<file path="config.mk">
export PLATFORM = sky130hd
export DESIGN_NAME = tile_access_address_generator
export DESIGN_NICKNAME = d
export VERILOG_FILES = /design/src/hw/rtl/taag_pkg.sv /design/src/hw/rtl/taag_walker.sv /design/src/hw/rtl/tile_access_address_generator.sv
export SDC_FILE = /design/constraint.sdc
export NUM_CORES = 1
export LEC_CHECK = 0
export BUFFER_PORTS_ARGS = -buffer_cell sky130_fd_sc_hd__buf_2
export CAP_MARGIN = 5
export CORE_UTILIZATION = 54
export CTS_CLUSTER_SIZE = 12
export DETAILED_ROUTE_END_ITERATION = 6
export GPL_TIMING_DRIVEN = 0
export PLACE_DENSITY = 0.78
export SETUP_SLACK_MARGIN = 0.4
export SLEW_MARGIN = 20
export SYNTH_ARGS = -nofsm -noshare
export SYNTH_HDL_FRONTEND = slang
export SYNTH_SLANG_ARGS = --single-unit
</file>
<file path="constraint.sdc">
create_clock -name clk -period 6.1 [get_ports clk]
set_input_delay 0.305 -clock clk [delete_from_list [all_inputs] [get_ports clk]]
set_output_delay 0.305 -clock clk [all_outputs]
set_load 0.01 [all_outputs]
</file>
<file path="src/hw/rtl/taag_pkg.sv">
package taag_pkg;

	localparam int MAX_TILE_DIM = 8;
	localparam int ADDR_BITS    = 48;

	localparam int DIM_W    = 4;
	localparam int CNT_W    = (MAX_TILE_DIM > 1) ? $clog2(MAX_TILE_DIM) : 1;
	localparam int STRIDE_W = 16;
	localparam int EB_W     = 7;
	localparam int MAX_EB   = 64;
	localparam int REG_W    = 2;
	localparam int RS_W     = STRIDE_W + EB_W;
	localparam int NUM_TREGS = 3;

	localparam int IN_BASE_LSB   = 0;
	localparam int IN_W_LSB      = IN_BASE_LSB + ADDR_BITS;
	localparam int IN_H_LSB      = IN_W_LSB + DIM_W;
	localparam int IN_STRIDE_LSB = IN_H_LSB + DIM_W;
	localparam int IN_EB_LSB     = IN_STRIDE_LSB + STRIDE_W;
	localparam int IN_TREG_LSB   = IN_EB_LSB + EB_W;
	localparam int IN_MA_LSB     = IN_TREG_LSB + REG_W;
	localparam int IN_MB_LSB     = IN_MA_LSB + REG_W;
	localparam int IN_MC_LSB     = IN_MB_LSB + REG_W;
	localparam int IN_FIELDS_W   = IN_MC_LSB + REG_W;
	localparam int IN_DATA_W     = ((IN_FIELDS_W + 7) / 8) * 8;
	localparam int IN_USER_W     = 2;

	localparam int OUT_FIELDS_W = ADDR_BITS + EB_W;
	localparam int OUT_DATA_W   = ((OUT_FIELDS_W + 7) / 8) * 8;
	localparam int OUT_USER_W   = 4;

	localparam int CFG_ADDR_W = 4;
	localparam int CFG_DATA_W = 32;

	localparam logic [1:0] CFG_CHECK_EN = 2'd0;
	localparam logic [1:0] CFG_ROWS_M   = 2'd1;
	localparam logic [1:0] CFG_COLS_N   = 2'd2;
	localparam logic [1:0] CFG_INNER_K  = 2'd3;

	localparam logic [REG_W-1:0] TREG_A = REG_W'(0);
	localparam logic [REG_W-1:0] TREG_B = REG_W'(1);
	localparam logic [REG_W-1:0] TREG_C = REG_W'(2);

	typedef enum logic [1:0] {
		OP_LOAD,
		OP_STORE,
		OP_PREFETCH,
		OP_MAC
	} op_t;

	typedef enum logic [1:0] {
		ST_OK,
		ST_SHAPE,
		ST_MAC_SHAPE
	} status_t;

	typedef enum logic [2:0] {
		S_IDLE,
		S_RD_A,
		S_RD_B,
		S_PREP,
		S_WALK
	} state_t;

	typedef struct packed {
		logic start;
		logic step;
	} walk_ctl_t;

	typedef struct packed {
		logic last_elem;
	} walk_stat_t;

	function automatic logic [DIM_W-1:0] sat_dim(input logic [DIM_W-1:0] v);
		return (v > DIM_W'(MAX_TILE_DIM)) ? DIM_W'(MAX_TILE_DIM) : v;
	endfunction

endpackage

</file>
<file path="src/hw/rtl/taag_walker.sv">
module taag_walker (
	input  logic                            clk,
	input  logic                            arst_n,
	input  taag_pkg::walk_ctl_t             ctl,
	input  logic [taag_pkg::ADDR_BITS-1:0]  base,
	input  logic [taag_pkg::EB_W-1:0]       eb,
	input  logic [taag_pkg::RS_W-1:0]       row_step,
	input  logic [taag_pkg::DIM_W-1:0]      tile_w,
	input  logic [taag_pkg::DIM_W-1:0]      tile_h,
	output logic [taag_pkg::ADDR_BITS-1:0]  addr,
	output taag_pkg::walk_stat_t            stat
);
	import taag_pkg::*;

	logic [ADDR_BITS-1:0] addr_q;
	logic [ADDR_BITS-1:0] row_base_q;
	logic [CNT_W-1:0]     col_q;
	logic [CNT_W-1:0]     row_q;
	logic [CNT_W-1:0]     col_max;
	logic [CNT_W-1:0]     row_max;
	logic                 col_end;
	logic [ADDR_BITS-1:0] opa;
	logic [ADDR_BITS-1:0] opb;
	logic [ADDR_BITS-1:0] sum;

	assign col_max = CNT_W'(DIM_W'(tile_w - 1'b1));
	assign row_max = CNT_W'(DIM_W'(tile_h - 1'b1));
	assign col_end = (col_q == col_max);

	// single adder: next element in the row, or next row start
	assign opa = col_end ? row_base_q : addr_q;
	assign opb = col_end ? ADDR_BITS'(row_step) : ADDR_BITS'(eb);
	assign sum = opa + opb;

	always_ff @(posedge clk or negedge arst_n) begin
		if (!arst_n) begin
			col_q <= '0;
			row_q <= '0;
		end else if (ctl.start) begin
			col_q <= '0;
			row_q <= '0;
		end else if (ctl.step) begin
			if (col_end) begin
				col_q <= '0;
				row_q <= row_q + 1'b1;
			end else begin
				col_q <= col_q + 1'b1;
			end
		end
	end

	always_ff @(posedge clk) begin
		if (ctl.start) begin
			addr_q     <= base;
			row_base_q <= base;
		end else if (ctl.step) begin
			addr_q <= sum;
			if (col_end) begin
				row_base_q <= sum;
			end
		end
	end

	assign addr           = addr_q;
	assign stat.last_elem = col_end && (row_q == row_max);

endmodule

</file>
<file path="src/hw/rtl/tile_access_address_generator.sv">
// Tile access address generator.
// Input channel s_axis_*: one tile instruction per beat (opcode in tuser).
// Output channel m_axis_*: one beat per element access, or a single status
// beat for a multiply-accumulate, a failed shape check or an empty tile.
// tlast marks the final beat of each instruction.
// Configuration: APB port, registers check_enable, rows_m, cols_n, inner_k
// at byte addresses 0, 4, 8, 12; write only while the block is idle.
// Timing: accept beat, then the decode state S_PREP (for a multiply-accumulate
// S_RD_A and S_RD_B come before it, as it reads its three tile registers one
// per cycle), then one output beat per cycle from the shared address adder
// while the receiver takes them.
// s_axis_tready is high only while idle. The final beat sits in the output
// register, so the next instruction is taken while it waits.
// When m_axis_tready is low the output beat holds and the walk pauses.
// Reset: tile register shapes cleared, configuration at its defaults
// (checks off, M=N=K=8), no beat pending.
module tile_access_address_generator (
	input  logic                              clk,
	input  logic                              arst_n,
	input  logic                              s_axis_tvalid,
	output logic                              s_axis_tready,
	// base_address, width, height, row_stride, element_bytes,
	// tile_reg, mul_reg_a, mul_reg_b, mul_reg_c, zero pad
	input  logic [taag_pkg::IN_DATA_W-1:0]    s_axis_tdata,
	// opcode
	input  logic [taag_pkg::IN_USER_W-1:0]    s_axis_tuser,
	output logic                              m_axis_tvalid,
	input  logic                              m_axis_tready,
	// access_address, access_bytes, zero pad
	output logic [taag_pkg::OUT_DATA_W-1:0]   m_axis_tdata,
	// is_write, is_access, status
	output logic [taag_pkg::OUT_USER_W-1:0]   m_axis_tuser,
	output logic                              m_axis_tlast,
	input  logic                              psel,
	input  logic                              penable,
	input  logic                              pwrite,
	input  logic [taag_pkg::CFG_ADDR_W-1:0]   paddr,
	input  logic [taag_pkg::CFG_DATA_W-1:0]   pwdata,
	output logic [taag_pkg::CFG_DATA_W-1:0]   prdata,
	output logic                              pready
);
	import taag_pkg::*;

	state_t state_q, state_d;

	logic             check_en_q;
	logic [DIM_W-1:0] rows_m_q;
	logic [DIM_W-1:0] cols_n_q;
	logic [DIM_W-1:0] inner_k_q;

	logic [DIM_W-1:0] reg_w_q [NUM_TREGS];
	logic [DIM_W-1:0] reg_h_q [NUM_TREGS];

	op_t                  op_q;
	logic [ADDR_BITS-1:0] base_q;
	logic [DIM_W-1:0]     w_q;
	logic [DIM_W-1:0]     h_q;
	logic [STRIDE_W-1:0]  stride_q;
	logic [EB_W-1:0]      eb_q;
	logic [REG_W-1:0]     treg_q;
	logic [REG_W-1:0]     ma_q;
	logic [REG_W-1:0]     mb_q;
	logic [REG_W-1:0]     mc_q;
	logic [RS_W-1:0]      row_step_q;
	logic [DIM_W-1:0]     aw_q, ah_q, bw_q, bh_q;

	logic                 out_valid_q;
	logic [ADDR_BITS-1:0] out_addr_q;
	logic [EB_W-1:0]      out_bytes_q;
	logic                 out_wr_q;
	logic                 out_acc_q;
	status_t              out_st_q;
	logic                 out_last_q;

	logic [REG_W-1:0] rd_idx;
	logic [DIM_W-1:0] rd_w, rd_h;
	logic [DIM_W-1:0] exp_w, exp_h;
	logic             ls_bad, mac_bad, status_item, rec_ok;
	logic             rec_en, out_load, out_free, in_acc, cfg_wr;
	logic [EB_W-1:0]  in_eb;
	status_t          st_code;

	walk_ctl_t            wctl;
	walk_stat_t           wstat;
	logic [ADDR_BITS-1:0] walk_addr;

	assign pready  = 1'b1;
	assign cfg_wr  = psel && penable && pwrite && pready;
	assign in_acc  = s_axis_tvalid && s_axis_tready;
	assign out_free = !out_valid_q || m_axis_tready;
	assign s_axis_tready = (state_q == S_IDLE);

	always_ff @(posedge clk or negedge arst_n) begin
		if (!arst_n) begin
			check_en_q <= 1'b0;
			rows_m_q   <= DIM_W'(8);
			cols_n_q   <= DIM_W'(8);
			inner_k_q  <= DIM_W'(8);
		end else if (cfg_wr) begin
			unique case (paddr[3:2])
				CFG_CHECK_EN: check_en_q <= pwdata[0];
				CFG_ROWS_M:   rows_m_q   <= pwdata[DIM_W-1:0];
				CFG_COLS_N:   cols_n_q   <= pwdata[DIM_W-1:0];
				CFG_INNER_K:  inner_k_q  <= pwdata[DIM_W-1:0];
			endcase
		end
	end

	always_comb begin
		unique case (paddr[3:2])
			CFG_CHECK_EN: prdata = CFG_DATA_W'(check_en_q);
			CFG_ROWS_M:   prdata = CFG_DATA_W'(rows_m_q);
			CFG_COLS_N:   prdata = CFG_DATA_W'(cols_n_q);
			CFG_INNER_K:  prdata = CFG_DATA_W'(inner_k_q);
		endcase
	end

	assign in_eb = s_axis_tdata[IN_EB_LSB +: EB_W];

	always_ff @(posedge clk) begin
		if (in_acc) begin
			op_q     <= op_t'(s_axis_tuser[1:0]);
			base_q   <= s_axis_tdata[IN_BASE_LSB +: ADDR_BITS];
			w_q      <= sat_dim(s_axis_tdata[IN_W_LSB +: DIM_W]);
			h_q      <= sat_dim(s_axis_tdata[IN_H_LSB +: DIM_W]);
			stride_q <= s_axis_tdata[IN_STRIDE_LSB +: STRIDE_W];
			eb_q     <= (in_eb > EB_W'(MAX_EB)) ? EB_W'(MAX_EB) : in_eb;
			treg_q   <= s_axis_tdata[IN_TREG_LSB +: REG_W];
			ma_q     <= s_axis_tdata[IN_MA_LSB +: REG_W];
			mb_q     <= s_axis_tdata[IN_MB_LSB +: REG_W];
			mc_q     <= s_axis_tdata[IN_MC_LSB +: REG_W];
		end
		if (state_q == S_PREP) begin
			row_step_q <= RS_W'(stride_q) * RS_W'(eb_q);
		end
		if (state_q == S_RD_A) begin
			aw_q <= rd_w;
			ah_q <= rd_h;
		end
		if (state_q == S_RD_B) begin
			bw_q <= rd_w;
			bh_q <= rd_h;
		end
	end

	// one read port on the tile shape registers; register three reads as empty
	always_comb begin
		priority case (state_q)
			S_RD_A:  rd_idx = ma_q;
			S_RD_B:  rd_idx = mb_q;
			default: rd_idx = mc_q;
		endcase
		rd_w = '0;
		rd_h = '0;
		if (rd_idx < REG_W'(NUM_TREGS)) begin
			rd_w = reg_w_q[rd_idx];
			rd_h = reg_h_q[rd_idx];
		end
	end

	always_comb begin
		priority case (treg_q)
			TREG_A:  begin exp_w = inner_k_q; exp_h = rows_m_q; end
			TREG_B:  begin exp_w = cols_n_q;  exp_h = inner_k_q; end
			default: begin exp_w = cols_n_q;  exp_h = rows_m_q; end
		endcase
	end

	assign mac_bad = (aw_q != bh_q) || (rd_h != ah_q) || (rd_w != bw_q);
	assign ls_bad  = (op_q == OP_LOAD || op_q == OP_STORE) && check_en_q
		&& !(w_q == DIM_W'(1) && h_q == DIM_W'(1))
		&& (treg_q < REG_W'(NUM_TREGS))
		&& (w_q != exp_w || h_q != exp_h);
	assign status_item = (op_q == OP_MAC) || ls_bad || (w_q == '0) || (h_q == '0);
	assign rec_ok = (op_q == OP_LOAD) && !ls_bad && (treg_q < REG_W'(NUM_TREGS));

	always_comb begin
		if (op_q == OP_MAC) begin
			st_code = mac_bad ? ST_MAC_SHAPE : ST_OK;
		end else if (ls_bad) begin
			st_code = ST_SHAPE;
		end else begin
			st_code = ST_OK;
		end
	end

	always_comb begin
		state_d  = state_q;
		wctl     = '0;
		out_load = 1'b0;
		rec_en   = 1'b0;
		unique case (state_q)
			S_IDLE: begin
				if (in_acc) begin
					state_d = (op_t'(s_axis_tuser[1:0]) == OP_MAC) ? S_RD_A : S_PREP;
				end
			end
			S_RD_A: state_d = S_RD_B;
			S_RD_B: state_d = S_PREP;
			S_PREP: begin
				wctl.start = 1'b1;
				if (!status_item) begin
					rec_en  = rec_ok;
					state_d = S_WALK;
				end else if (out_free) begin
					out_load = 1'b1;
					rec_en   = rec_ok;
					state_d  = S_IDLE;
				end
			end
			S_WALK: begin
				if (out_free) begin
					out_load  = 1'b1;
					wctl.step = 1'b1;
					if (wstat.last_elem) begin
						state_d = S_IDLE;
					end
				end
			end
			default: state_d = S_IDLE;
		endcase
	end

	always_ff @(posedge clk or negedge arst_n) begin
		if (!arst_n) begin
			state_q <= S_IDLE;
		end else begin
			state_q <= state_d;
		end
	end

	always_ff @(posedge clk or negedge arst_n) begin
		if (!arst_n) begin
			for (int i = 0; i < NUM_TREGS; i++) begin
				reg_w_q[i] <= '0;
				reg_h_q[i] <= '0;
			end
		end else if (rec_en) begin
			reg_w_q[treg_q] <= w_q;
			reg_h_q[treg_q] <= h_q;
		end
	end

	taag_walker u_walker (
		.clk      (clk),
		.arst_n   (arst_n),
		.ctl      (wctl),
		.base     (base_q),
		.eb       (eb_q),
		.row_step (row_step_q),
		.tile_w   (w_q),
		.tile_h   (h_q),
		.addr     (walk_addr),
		.stat     (wstat)
	);

	always_ff @(posedge clk or negedge arst_n) begin
		if (!arst_n) begin
			out_valid_q <= 1'b0;
		end else if (out_load) begin
			out_valid_q <= 1'b1;
		end else if (m_axis_tready) begin
			out_valid_q <= 1'b0;
		end
	end

	always_ff @(posedge clk) begin
		if (out_load) begin
			if (state_q == S_WALK) begin
				out_addr_q  <= walk_addr;
				out_bytes_q <= eb_q;
				out_wr_q    <= (op_q == OP_STORE);
				out_acc_q   <= 1'b1;
				out_st_q    <= ST_OK;
				out_last_q  <= wstat.last_elem;
			end else begin
				out_addr_q  <= '0;
				out_bytes_q <= '0;
				out_wr_q    <= 1'b0;
				out_acc_q   <= 1'b0;
				out_st_q    <= st_code;
				out_last_q  <= 1'b1;
			end
		end
	end

	assign m_axis_tvalid = out_valid_q;
	assign m_axis_tdata  = OUT_DATA_W'({out_bytes_q, out_addr_q});
	assign m_axis_tuser  = {out_st_q, out_acc_q, out_wr_q};
	assign m_axis_tlast  = out_last_q;

`ifndef SYNTH
	a_busy_not_ready: assert property (@(posedge clk) disable iff (!arst_n)
		(state_q == S_WALK || state_q == S_PREP) |-> !s_axis_tready)
		else $error("input taken during a walk");

	a_status_is_last: assert property (@(posedge clk) disable iff (!arst_n)
		(m_axis_tvalid && !m_axis_tuser[1]) |-> m_axis_tlast)
		else $error("status beat without tlast");

	a_access_ok: assert property (@(posedge clk) disable iff (!arst_n)
		(m_axis_tvalid && m_axis_tuser[1]) |-> (m_axis_tuser[3:2] == ST_OK))
		else $error("access beat with error status");

	a_last_ends_walk: assert property (@(posedge clk) disable iff (!arst_n)
		(state_q == S_WALK && out_free && wstat.last_elem) |=> (state_q == S_IDLE))
		else $error("walk did not end after last element");
`endif

endmodule

</file>
Yosys cells after proc, flatten, opt, wreduce, memory -nomap -nowiden
Cells that the tools add are included.
Word-level totals
  register bits: 331
  logic and storage cells: 165
  output and inout port bits: 96
  input bits: 133
Cells by class
  multiply operators: 1
  bitwise gates (word level): 2
  reductions and logical operators: 38
  add/subtract/negate cells: 5
  multiplexer cells: 50
  $lt $le $gt $ge: 8
  eq/ne operators: 24
Operator list (number)
  48-bit two-way mux: 6
  32-bit case mux with 4 select lines: 1
  48-bit adder: 1
  4-bit two-way mux: 9
  3-bit two-way mux: 11
  12-bit bitwise mux: 2
  16-bit by 7-bit multiplier with 23-bit output: 1
  23-bit two-way mux: 1
  4-bit != test: 5
  4-bit binary-select mux with 2-bit select: 2
  3-bit case mux with 5 select lines: 1
  1-bit logical AND: 12
  1-bit two-way mux: 11
  2-bit AND reduction: 5
  4-bit demux with 2-bit select: 1
  2-bit equality test, second input constant: 4
  4-bit by 1-bit equality test with 1-bit output, second input constant: 2
  4-bit > comparator, second input constant: 2
  4-bit logical NOT: 2
  1-bit logical OR: 8
  7-bit > comparator, second input constant: 1
  3-bit by 1-bit adder with 3-bit output, second input constant: 2
  2-bit by 1-bit equality test with 1-bit output, second input constant: 3
  3-bit by 2-bit equality test with 1-bit output, second input constant: 2
  19 further kinds: 33

Logic depth before layout (Yosys ltp)
  depth after elaboration: 12
  depth in mapped cells: 22
  gate-level depth less buffers: 18

Cells and area by module
Synthesis repeated with hierarchy kept, for this count alone.
Second synthesis, totals
  cells, all modules: 1675
  area total of the unflattened synthesis: 19149.6 um^2
By module, submodules not included
  tile_access_address_generator: instances 1, cells an instance 972, area an instance 12555.8 um^2, sequential area each 6675.2 um^2
  taag_walker: instances 1, cells an instance 703, area an instance 6593.8 um^2, sequential area each 3032.9 um^2

Least setup slack after synthesis
OpenSTA, ideal clock, no wires.
  kind: register -> register
  start: register w_q[0]
  end: register u_walker.row_q[2]
  stages on the path, launching flop included: 11
  path buffers: 2
  data required time: 5.931 ns
  period minus slack after synthesis: 6.012 ns
  setup time: 0.169 ns
  path slack: 0.088 ns
  data arrival time: 5.844 ns
  cells stage by stage: edfxtp_1 -> inv_1 -> ha_1 -> xnor3_1 -> nand3_1 -> buf_2 -> buf_2 -> o21ai_0 -> nand2_1 -> xor2_1 -> nor2_1
On the way
  cells in the longest elaborated chain, start to end: 4
Ends and longest elaborated chain
  start: declaration: RTL line tile_access_address_generator.sv:56  | logic [DIM_W-1:0] w_q;
  start signal: assignment: RTL line tile_access_address_generator.sv:124  | w_q <= sat_dim(s_axis_tdata[IN_W_LSB +: DIM_W]);
  3-bit by 1-bit subtractor with 3-bit output: RTL line taag_walker.sv:26  | assign col_max = CNT_W'(DIM_W'(tile_w - 1'b1));
  3-bit equality test: RTL line taag_walker.sv:28  | assign col_end = (col_q == col_max);
  2-bit nonzero test (no line)
  2-bit AND reduction (no line)
  end signal: assignment: RTL line taag_walker.sv:45  | row_q <= row_q + 1'b1;
  end: declaration: RTL line taag_walker.sv:18  | logic [CNT_W-1:0] row_q;
Every way passes these cells.
A chain may end at the register's enable or synchronous reset.

Worst setup path in the final report
  start: register w_q[1]
  end: register u_walker.addr_q[42] (netlist: u_walker.addr[42]), data pin
On the way
  cells in the longest elaborated chain, start to end: 6
  elaborated cells between the ends (all ways): 7
  classes of those cells: 2 x add/sub; 1 x eq/ne; 4 x mux
Ends and longest elaborated chain
  3-bit by 1-bit subtractor with 3-bit output (*): RTL line taag_walker.sv:26
  3-bit equality test (*): RTL line taag_walker.sv:28
  48-bit two-way mux or 23-bit two-way mux (tied branches): RTL line taag_walker.sv:31, taag_walker.sv:32
  48-bit adder (*): RTL line taag_walker.sv:33  | assign sum = opa + opb;
  48-bit two-way mux (*): RTL line taag_walker.sv:56  | end else if (ctl.step) begin
  48-bit two-way mux (*): RTL line taag_walker.sv:53  | if (ctl.start) begin
  end signal: assignment: RTL line taag_walker.sv:54  | addr_q <= base;
  end signal: assignment: RTL line taag_walker.sv:57  | addr_q <= sum;
  end: declaration: RTL line taag_walker.sv:15  | logic [ADDR_BITS-1:0] addr_q;
Every way passes the cells marked *; elsewhere a longest branch is shown, timed or not. The select of a mux whose other input is x is not followed.

==> flow_metrics.tcl <==
set metrics [dict create \
    outcome "completed" \
    finalNetCount 2258 \
    grt_pass1_vias 13999 \
    seq_area_frac_synth 0.511 \
    fin_crit_sh 0.909 \
    synth_flop_cell "edfxtp_1" \
    vias_per_cell 5.55 \
    port_buffers 165 \
    maxSlewHeadroom 0.347 \
    syn_inst 1667 \
    cap_violations 0 \
    rsz0062_at_grt "false" \
    yosysUniqueCellTypes 75 \
    synth.top_cell.area_share 0.449 \
    async_flop_share 0.142 \
    met1Wirelength_mm 18.7 \
    cts_sinks 331 \
    ir_drop_mv 0.355 \
    place.gp.congestion 0.911 \
    clk_pin_slew_worst_paths_ps 60 \
    powerDensity_nw_per_um2 581 \
    synth-edff-count 284 \
    fp.coreArea_sq_um 34600 \
    synth.most_common_cell "edfxtp_1" \
    max_slew.worst_pin.slew_ps 980 \
    r2r_slack_ps 560 \
    area_growth_syn_to_layout_pct 20.4 \
    wl_met3_mm 2.82 \
    clock_latency_ps 560 \
    htreeDepth 2 \
    highest_layer "met4" \
    grt_overflow 0 \
    antenna_found_initial 0 \
    hold_slack_ps 37.3 \
    start_util 0.549 \
    fin_crit_ps 5540 \
    rows 68 \
    fmax_mhz 180 \
    dp_worst_setup_slack_ps -1150 \
    syn_avg_cell_area_sq_um 11.4 \
    drive_gt1_frac 0.180 \
    final-hold-violation-count 0 \
    cp.required_ps 6460 \
    slew_viol_final 0 \
    drt_iter0_drc 1136 \
    grt_max_degree 48 \
    root_buffer "clkbuf_16" \
    synth_seq_cells 331 \
    globalRouteTotalUtil 0.266 \
    detail-route-antenna-nets 0 \
    startpoint_type "register" \
    antenna-diode-count 0 \
    wl_mm 46.6 \
    ioPinCount 229 \
    met2WireLength_mm 23.5 \
    synth.cell_area_sq_um 19000 \
    crit_fanout 10 \
    p_leak_uw 0.00960 \
    setup_viol 0 \
    post-dp-hpwl_mm 33.1 \
    grt_pass1_wl_mm 73.5 \
    hp-class "in2reg" \
    wl_per_cell_microns 18.9 \
    worst_setup_path_end_kind "register" \
    die_x_microns 190 \
    cts_max_path_buffers 3 \
    die-area_sq_um 36000 \
    synth.area.top_cells "edfxtp_1 45%, fa_1 7.4%, dfrtp_1 5.8%" \
    crit_arrival_ps 5910 \
    drc 0 \
    cts_tree "built" \
    crit_type "reg2reg" \
    synth_top_area_cell "edfxtp_1" \
    layout_setup_ws_ps 557 \
    drtPass1Iterations 6 \
    via_count 13707 \
    cts_buffers 38 \
    fin_worst_skew_ps 29.2 \
    die_h_microns 190 \
    ys_top_cells_by_count "284 x edfxtp_1, 211 x nand2_1, 156 x and2_1, 112 x inv_1, 77 x a21oi_1" \
    finalSetupTns_ps 0 \
    yosysWarningCount 0 \
]
## flip-flops by register name (all words and copies together), names as in the netlist, 3 cells and up
name,flops
base_q,48
out_addr_q,48
u_walker.addr,48
u_walker.row_base_q,48
row_step_q,23
stride_q,16
reg_h_q,12
reg_w_q,12
eb_q,7
out_bytes_q,7
ah_q,4
aw_q,4
bh_q,4
bw_q,4
cols_n_q,4
h_q,4
inner_k_q,4
rows_m_q,4
w_q,4
state_q,3
u_walker.col_q,3
u_walker.row_q,3
## routing by layer
metal | track usage | vias up
met5 | 0 | -
met4 | 0.110 | 0
met3 | 0.0389 | 120
met2 | 0.462 | 526
met1 | 0.332 | 6650
li1 | - | 6411
## where the power goes
part           switching, uW  internal [uW]
Sequential               524           3870
Clock                    905           1320
Combinational           4040           2630
Total                   5470           7830
## critical path: stages, from the launching register on
cell	delay [ps]
edfxtp_1	440
inv_1	170
ha_1	300
xor2_2	260
and3_1	230
buf_4	210
clkbuf_4	230
clkbuf_8	220
clkbuf_4	240
buf_4	230
nand2_1	70
nand2_1	60
ha_1	180
inv_1	60
fa_1	390
nand2b_1	190
a211oi_2	240
o211ai_1	210
nand3_2	180
o2111ai_4	210
a211o_4	440
o31a_1	290
o31ai_1	280
## final timing paths
check | start | endpoint | depth (start not counted)
worst max-delay path | w_q[1] | u_walker.addr[42] | 22
worst min-delay path | pwdata[2] | rows_m_q[2] | 2
worst max register to register | w_q[1] | u_walker.addr[42] | 22
worst min register to register | reg_h_q[0] | reg_h_q[0] | 1
max in group asynchronous | arst_n | state_q[0] | 2
min in group asynchronous | arst_n | inner_k_q[0] | 2
## cell families (layout without fill, tap and decap cells)
kind of cell / Yosys count / in the layout / share of synthesized area
XOR/XNOR: 81 / 81 / 0.0381
other: 2 / 30 / 0.000395
buffers and inverters: 204 / 522 / 0.0473
adder cells (fa/ha/maj): 140 / 140 / 0.120
flip-flops: 331 / 331 / 0.511
multiplexers: 83 / 83 / 0.0471
AO/OA/AOI/OAI: 241 / 241 / 0.0815
AND/OR/NAND/NOR: 585 / 585 / 0.155
## area by class of cell
| cell class | instances | area, sq um |
|---|---|---|
| buffer | 92 | 528 |
| tap | 455 | 569 |
| multi-input combinational | 1160 | 8660 |
| fill | 2512 | 11800 |
| sequential | 331 | 9710 |
| timing repair buffer | 250 | 1760 |
| inverter | 112 | 420 |
| clock inverter | 12 | 148 |
| clock buffer | 56 | 1080 |
## cell usage in the layout, fill, tap and decap left out, types with 8 or more instances in the layout
cell type	synthesis	routed
a21o_1	14	14
nor3_1	23	22
nand4_1	12	12
nor2b_1	21	21
buf_2	10	174
a31oi_1	9	9
xnor2_1	45	45
xor2_1	35	34
and2_1	156	155
clkbuf_2	1	8
inv_1	112	111
a21oi_1	77	77
o211ai_1	8	8
o21ai_0	50	47
o31ai_1	12	11
edfxtp_1	284	284
nand3_1	36	34
ha_1	70	70
nor2_1	69	67
conb_1	2	30
nor4_1	9	8
and3_1	14	14
mux2_2	40	40
buf_4	32	43
dlygate4sd3_1	0	75
o22ai_1	9	9
clkbuf_1	43	44
fa_1	70	70
dfrtp_1	44	44
o21bai_1	10	10
nand2_1	211	210
mux2i_1	41	41
clkbuf_16	0	39
## stage by stage
step	total power, uW	area [sq um]	util	std cells
2_1_floorplan	9070	19100	-	1695
3_3_place_gp	10600	20500	0.592	2315
3_5_place_dp	10900	20700	0.598	2322
4_1_cts	13200	22800	0.659	2466
5_1_grt	14300	22900	0.661	2468
6_report	13300	22900	0.661	2468
## repair_timing
item / 4_1_cts / 5_1_grt
buffers inserted: 1 / 2
cloned: 0 / 0
pin swaps: 0 / 3
endpoints found under the hold margin: 118 / 0
endpoints found under the setup margin: 84 / 40
hold buffers: 75 / 0
gates resized for setup: 31 / 25
Note: power is estimated with default switching activity, not from simulation.
